### src/rtl/eic_pkg.sv
// Shared types and constants for the edge interrupt controller.
`timescale 1ns / 1ps

package eic_pkg;

	typedef enum logic [2:0] {
		KIND_VIDEO_LINE = 3'd0,
		KIND_SOUND_LINE = 3'd1,
		KIND_ENABLE_WR  = 3'd2,
		KIND_SELECT_WR  = 3'd3,
		KIND_ENABLE_RD  = 3'd4,
		KIND_ACK        = 3'd5
	} eic_kind_t;

	localparam logic [7:0] VEC_VIDEO = 8'hF8;
	localparam logic [7:0] VEC_SOUND = 8'hFB;
	localparam logic [7:0] VEC_NONE  = 8'h00;

	// Positions of the two sources in the pending and enable bytes.
	localparam int unsigned SRC_VIDEO_BIT = 0;
	localparam int unsigned SRC_SOUND_BIT = 3;

	typedef struct packed {
		logic [2:0] kind;
		logic       line_level;
		logic [7:0] data;
	} eic_in_t;

	typedef struct packed {
		logic       irq_request;
		logic [7:0] read_data;
		logic [7:0] vector;
		logic       ack_error;
	} eic_out_t;

endpackage

### src/rtl/edge_interrupt_controller_core.sv
// Two-source edge-triggered priority interrupt controller, top level.
`timescale 1ns / 1ps

// Each request is one event: a video line level change, a sound request line
// change (active low), a full write of the enable mask, a select write that
// sets or clears one enable bit, a read of the enable mask, or an interrupt
// acknowledge. Every request yields exactly one response carrying the request
// level after that event. A request is captured into an input register and
// its response is loaded into the output register when the output side can
// advance, so a stall on out_ready can hold the response back; one request
// is taken every cycle as long as the response side keeps up. The
// only limit on throughput is the output register: while a response waits,
// at most one more request is held in the input register. An acknowledge
// serves video (vector F8h) before sound (vector FBh); an acknowledge with
// neither source pending and enabled returns vector 0 with ack_error set.
module edge_interrupt_controller_core
	import eic_pkg::*;
(
	input  logic     clk,
	input  logic     arst_n,
	input  logic     in_valid,
	output logic     in_ready,
	input  eic_in_t  in_item,
	output logic     out_valid,
	input  logic     out_ready,
	output eic_out_t out_item
);

	logic     valid_s1;
	eic_in_t  item_s1;
	logic     advance;

	// Only two pending bits can ever be set, so only those are kept.
	logic       pend_video_q;
	logic       pend_sound_q;
	logic [7:0] enable_q;
	logic       prev_video_q;
	logic       prev_sound_q;

	logic       pend_video_d;
	logic       pend_sound_d;
	logic [7:0] enable_d;
	logic       prev_video_d;
	logic       prev_sound_d;
	eic_out_t   result_d;

	logic     out_valid_q;
	eic_out_t result_q;

	logic live_video;
	logic live_sound;

	assign advance  = !out_valid_q || out_ready;
	assign in_ready = !valid_s1 || advance;

	always_ff @(posedge clk or negedge arst_n) begin
		if (!arst_n) begin
			valid_s1 <= 1'b0;
		end else if (in_ready) begin
			valid_s1 <= in_valid;
		end
	end

	always_ff @(posedge clk) begin
		if (in_ready && in_valid) begin
			item_s1 <= in_item;
		end
	end

	assign live_video = pend_video_q && enable_q[SRC_VIDEO_BIT];
	assign live_sound = pend_sound_q && enable_q[SRC_SOUND_BIT];

	always_comb begin
		pend_video_d = pend_video_q;
		pend_sound_d = pend_sound_q;
		enable_d     = enable_q;
		prev_video_d = prev_video_q;
		prev_sound_d = prev_sound_q;
		result_d     = '0;

		case (item_s1.kind)
			KIND_VIDEO_LINE: begin
				if (item_s1.line_level && !prev_video_q) begin
					pend_video_d = 1'b1;
				end
				prev_video_d = item_s1.line_level;
			end
			KIND_SOUND_LINE: begin
				// The sound line is active low; track its asserted level.
				if (!item_s1.line_level && !prev_sound_q) begin
					pend_sound_d = 1'b1;
				end
				prev_sound_d = !item_s1.line_level;
			end
			KIND_ENABLE_WR: begin
				enable_d = item_s1.data;
			end
			KIND_SELECT_WR: begin
				enable_d[item_s1.data[3:1]] = item_s1.data[0];
			end
			KIND_ENABLE_RD: begin
				result_d.read_data = enable_q;
			end
			KIND_ACK: begin
				if (live_video) begin
					result_d.vector = VEC_VIDEO;
					pend_video_d    = 1'b0;
				end else if (live_sound) begin
					result_d.vector = VEC_SOUND;
					pend_sound_d    = 1'b0;
				end else begin
					result_d.vector    = VEC_NONE;
					result_d.ack_error = 1'b1;
				end
			end
			default: begin
			end
		endcase

		result_d.irq_request = (pend_video_d && enable_d[SRC_VIDEO_BIT]) ||
			(pend_sound_d && enable_d[SRC_SOUND_BIT]);
	end

	always_ff @(posedge clk or negedge arst_n) begin
		if (!arst_n) begin
			pend_video_q <= 1'b0;
			pend_sound_q <= 1'b0;
			enable_q     <= '0;
			prev_video_q <= 1'b0;
			prev_sound_q <= 1'b0;
			out_valid_q  <= 1'b0;
		end else if (advance) begin
			out_valid_q <= valid_s1;
			if (valid_s1) begin
				pend_video_q <= pend_video_d;
				pend_sound_q <= pend_sound_d;
				enable_q     <= enable_d;
				prev_video_q <= prev_video_d;
				prev_sound_q <= prev_sound_d;
			end
		end
	end

	always_ff @(posedge clk) begin
		if (advance && valid_s1) begin
			result_q <= result_d;
		end
	end

	assign out_valid = out_valid_q;
	assign out_item  = result_q;

	// The held response always reflects the controller state it left behind.
	a_irq_matches_state: assert property (@(posedge clk) disable iff (!arst_n)
		out_valid_q |-> result_q.irq_request == (live_video || live_sound))
		else $error("irq_request does not match pending and enable state");

	a_err_no_vector: assert property (@(posedge clk) disable iff (!arst_n)
		out_valid_q && result_q.ack_error |-> result_q.vector == VEC_NONE)
		else $error("ack_error raised together with a vector");

	a_video_ack_clears: assert property (@(posedge clk) disable iff (!arst_n)
		out_valid_q && result_q.vector == VEC_VIDEO |-> !pend_video_q)
		else $error("video acknowledge left the video source pending");

	a_sound_ack_clears: assert property (@(posedge clk) disable iff (!arst_n)
		out_valid_q && result_q.vector == VEC_SOUND |-> !pend_sound_q)
		else $error("sound acknowledge left the sound source pending");

	a_empty_stage_ready: assert property (@(posedge clk) disable iff (!arst_n)
		!valid_s1 |-> in_ready)
		else $error("input refused while the input register is empty");

endmodule

### config.mk
export PLATFORM = sky130hd
export DESIGN_NAME = edge_interrupt_controller_core
export DESIGN_NICKNAME = d
export VERILOG_FILES = /design/src/rtl/eic_pkg.sv /design/src/rtl/edge_interrupt_controller_core.sv
export SDC_FILE = /design/constraint.sdc
export NUM_CORES = 1
export LEC_CHECK = 0
export ABC_AREA = 0
export BUFFER_PORTS_ARGS = -buffer_cell sky130_fd_sc_hd__clkbuf_2
export CAP_MARGIN = 10
export CORE_ASPECT_RATIO = 1.75
export CORE_MARGIN = 2
export CORE_UTILIZATION = 48
export CTS_CLUSTER_SIZE = 16
export DETAILED_ROUTE_END_ITERATION = 6
export PLACE_DENSITY = 0.74
export SLEW_MARGIN = 30
export SYNTH_ARGS = -nofsm -noshare
export SYNTH_HDL_FRONTEND = slang
export SYNTH_SLANG_ARGS = --single-unit
### constraint.sdc
create_clock -name clk -period 1.5 [get_ports clk]
set_input_delay 0.15 -clock clk [delete_from_list [all_inputs] [get_ports clk]]
set_output_delay 0.15 -clock clk [all_outputs]
set_load 0.05 [all_outputs]
==> results.md <==
- The later pin in the worst-skew pair is clocked with a latency of 0.28 ns.
- The residual antenna-violating net count after detailed routing is 0.
- Timing would allow up to 0.677 GHz.
- The synthesized area divided by synthesized cell count is ~12 um2.
- Once layout is done, the placed cells without fillers occupy 2150 um2.
- The power after layout is 2.72 mW.
- The layout overhead on the synthesized area is 26.8%.
- The worst-case IR drop observed on VDD is 0.962 mV.
- The kind of launch point of the worst setup path is a register.
- The share of total power dissipated in sequential elements is 50.0%.
- Synthesis produced a netlist whose cell count is ~140.
- The analysis attributes to cell leakage a power of 0.909 nW.
- The number of top-level pins is 36.
- The clock network accounts for 29.9% of the total power.
- Across all layers, the routed design uses 1237 vias.
- The synthesized design contains 38 register bits.
- The tool flagged a number of max-cap violations equal to 0.
- The worst clock skew on the final layout is 0.00567 ns.
- Synthesis produced a netlist with a net count of 159.
- STA classifies the critical path endpoint as a register.
- The internal portion of the total power is 1.94 mW.
- The internal reg-to-reg setup slack is about 0.024 ns.
- The via count of the first global-routing pass is 1149.
- The die is a little under 50 um wide.
- The fraction of layout instances using a drive strength above 1 is 36.7%.
- Summed over all nets, the switching power comes to 0.783 mW.
- The initial antenna violation count came to 0.
- The area of the core is 3400 um2.
- Across the whole layout, storage elements account for 1070 um2.
- The number of buffers inserted to repair setup after CTS is 0.
- The share of total power dissipated in combinational logic is 20.1%.
- The clock net in this run drives a total of 38 sinks.
- The die covers between 4000 and 5000 um2.
- In this run the deepest clock path goes through 2 buffers.
- In the routed layout, each cell is associated on average with a via count of approximately 5.3.
- Setup repair after global routing could not meet its margin everywhere.
- For this run, design rule violations remaining after detail routing come to 0.
- The number of buffers added on ports is 34.
- Data arrives at the worst endpoint at 1.64 ns.
- The CTS tree is yes.
- The per-cell routed wire length is 12.7 um.
- In this run, synthesis inferred 24 flip-flops with an integrated enable.
- Entering global routing, the biggest net connects 15 pins.
- The netlist area before placement is 1700 um2.
- Detailed placement finished with a half-perimeter wire length of 2290 um.
- The number of nets in the layout is 203.
- The final number of setup-violating endpoints is 0.
- The post-route worst hold slack is 0.0371 ns.
- The filler cells instantiated in the layout total ~280.
- For this run, the number of Yosys warnings is 0.
- The number of antenna repair diodes is 0.
- The wire length of the first global-routing pass is 4820 um.
- The cell area reported after detailed placement is 1990 um2.
- In this run the clock root is driven by a clkbuf_8.
- Global routing used 16.0% of the available tracks.
- The final number of hold-violating endpoints is 0.
- In this run switching power makes up 28.8% of total power.
- The power density over the cells is 1260 nW/um2.
- The run finished with clean final reports.
- The data required time at the worst endpoint is 1.66 ns.
- Clock-pin slew was measured on the worst setup and hold paths at about 0.070 ns.
- The clock tree synthesis step divided the H-tree into 2 levels.
- The final standard cell utilization of the core is 63.4%.
- The leftover overflow at the end of global routing is 0.
- The initial cell density of the core is 50.0%.
- Row generation in the floorplan step produced 28 rows.
- The most common library cell in the layout ignoring fill and taps is clkbuf_2.
- The fraction of registers with async set or reset after synthesis is 36.8%.
- Of all nets on the critical path, the largest fanout is 3.
- Summing all multi-input logic gate instances after layout gives 596 um2.
- The register area share after synthesis is 63.1%.
- Synthesis instantiated 35 different standard cells from the library.
- In the layout the commonest cells are clkbuf_2 (34), edfxtp_1 (24), nand2_1 (14).
- Of the available clock period, the critical path in the final layout requires a little over nine tenths.
- TritonCTS created 5 clock buffers.
- The number of iterations in the first detailed-routing pass is 4.
- The tightest min-delay check is of the input port to register type.
- Summed over all layers, the routed wires come to 2960 um.
- The worst path needs 1.48 ns of the cycle, external delays included.
- Routability-driven placement finished with a final weighted congestion of 0.875.
- The number of max-slew violations in the final report was 0.
- By startpoint and endpoint, the worst setup path is classified as register to register.
- In the synthesized netlist the dominant register cell turns out to be edfxtp_1.
- The detailed router finished its first iteration with 26 violations.
- The die is 82.7 um tall.
[worst paths after layout]
| kind | from | end | depth (start not counted) |
|---|---|---|---|
| hold / removal | in_item[7] | item_s1[7] | 1 |
| setup reg to reg | item_s1[11] | prev_video_q | 3 |
| max in group asynchronous | arst_n | out_valid | 2 |
| hold reg to reg | item_s1[8] | prev_sound_q | 1 |
| min in group asynchronous | arst_n | valid_s1 | 2 |
| setup / recovery | item_s1[11] | prev_video_q | 3 |
[layer usage]
layer | vias to the layer above | global-route usage [%] | wire (um) | share of wire (%)
met5 | - | 0 | 0 | 0
met4 | 0 | 9.43 | 70 | 2.4
met3 | 6 | 5.22 | 182 | 6.1
met2 | 57 | 30.4 | 1650 | 56
met1 | 574 | 14.7 | 1050 | 36
li1 | 600 | - | - | -
[layout make-up]
type	count	share of cell area, %
Sequential cell	38	49.8
Multi-Input combinational cell	89	27.7
Timing Repair Buffer	50	14.4
Clock buffer	5	3.20
Tap cell	45	2.61
Clock inverter	3	1.86
Inverter	3	0.523
[synth_stat cells (3+ instances only)]
cell | number | share of area (%)
edfxtp_1 | 24 | 42
o21ai_0 | 5 | 1.5
nand2b_1 | 4 | 1.5
inv_1 | 3 | 0.66
and2_1 | 9 | 3.3
mux2i_1 | 6 | 3.5
nor2_1 | 3 | 0.66
buf_4 | 6 | 2.7
a21oi_1 | 11 | 3.2
clkbuf_1 | 3 | 0.66
nand2_1 | 15 | 3.3
dfrtp_1 | 14 | 21
buf_2 | 4 | 1.2
o22ai_1 | 5 | 1.8
[timing repair]
action,CTS,global route
endpoints found under the setup margin,15,9
resized for setup,3,5
endpoints found under the hold margin,14,0
hold buffers,1,0
[flip-flops by register name (all words and copies together) (netlist names)]
| name | count |
|---|---|
| enable_q | 8 |
| item_s1 | 12 |
| out_item | 12 |
| out_valid | 1 |
| pend_sound_q | 1 |
| pend_video_q | 1 |
| prev_sound_q | 1 |
| prev_video_q | 1 |
| valid_s1 | 1 |
[stage by stage]
step	setup TNS (ns)	cells	setup slack, ns
floorplan	-0.496	143	-0.0842
global placement	-0.00359	224	-0.00241
detailed placement	-0.468	224	-0.0536
CTS	0	233	0.00834
global route	-0.0948	233	-0.0309
finish	0	233	0.0236
[kinds of logic after synthesis]
logic type,count (synthesis),synth area share (%)
buffers and inverters,16,5.16
muxes,7,4.20
other,1,0.221
AOI/OAI and AO/OA,31,10.9
and+or+nand+nor,50,16.4
DFF,38,63.1
[critical path: stages (launching register included)]
cell      delay, ns
edfxtp_1       0.40
buf_4          0.17
or4_1          0.47
mux2_1         0.32
[power groups by stage]
stage          Clock, mW  Combinational (mW)  Sequential, mW
3_3_place_gp           0               0.515            1.36
2_1_floorplan          0               0.293            1.45
3_5_place_dp           0               0.532            1.37
4_1_cts            0.827               0.538            1.35
6_report           0.815               0.547            1.36
5_1_grt            0.866               0.594            1.37
Note: power is estimated with default switching activity, not from simulation.
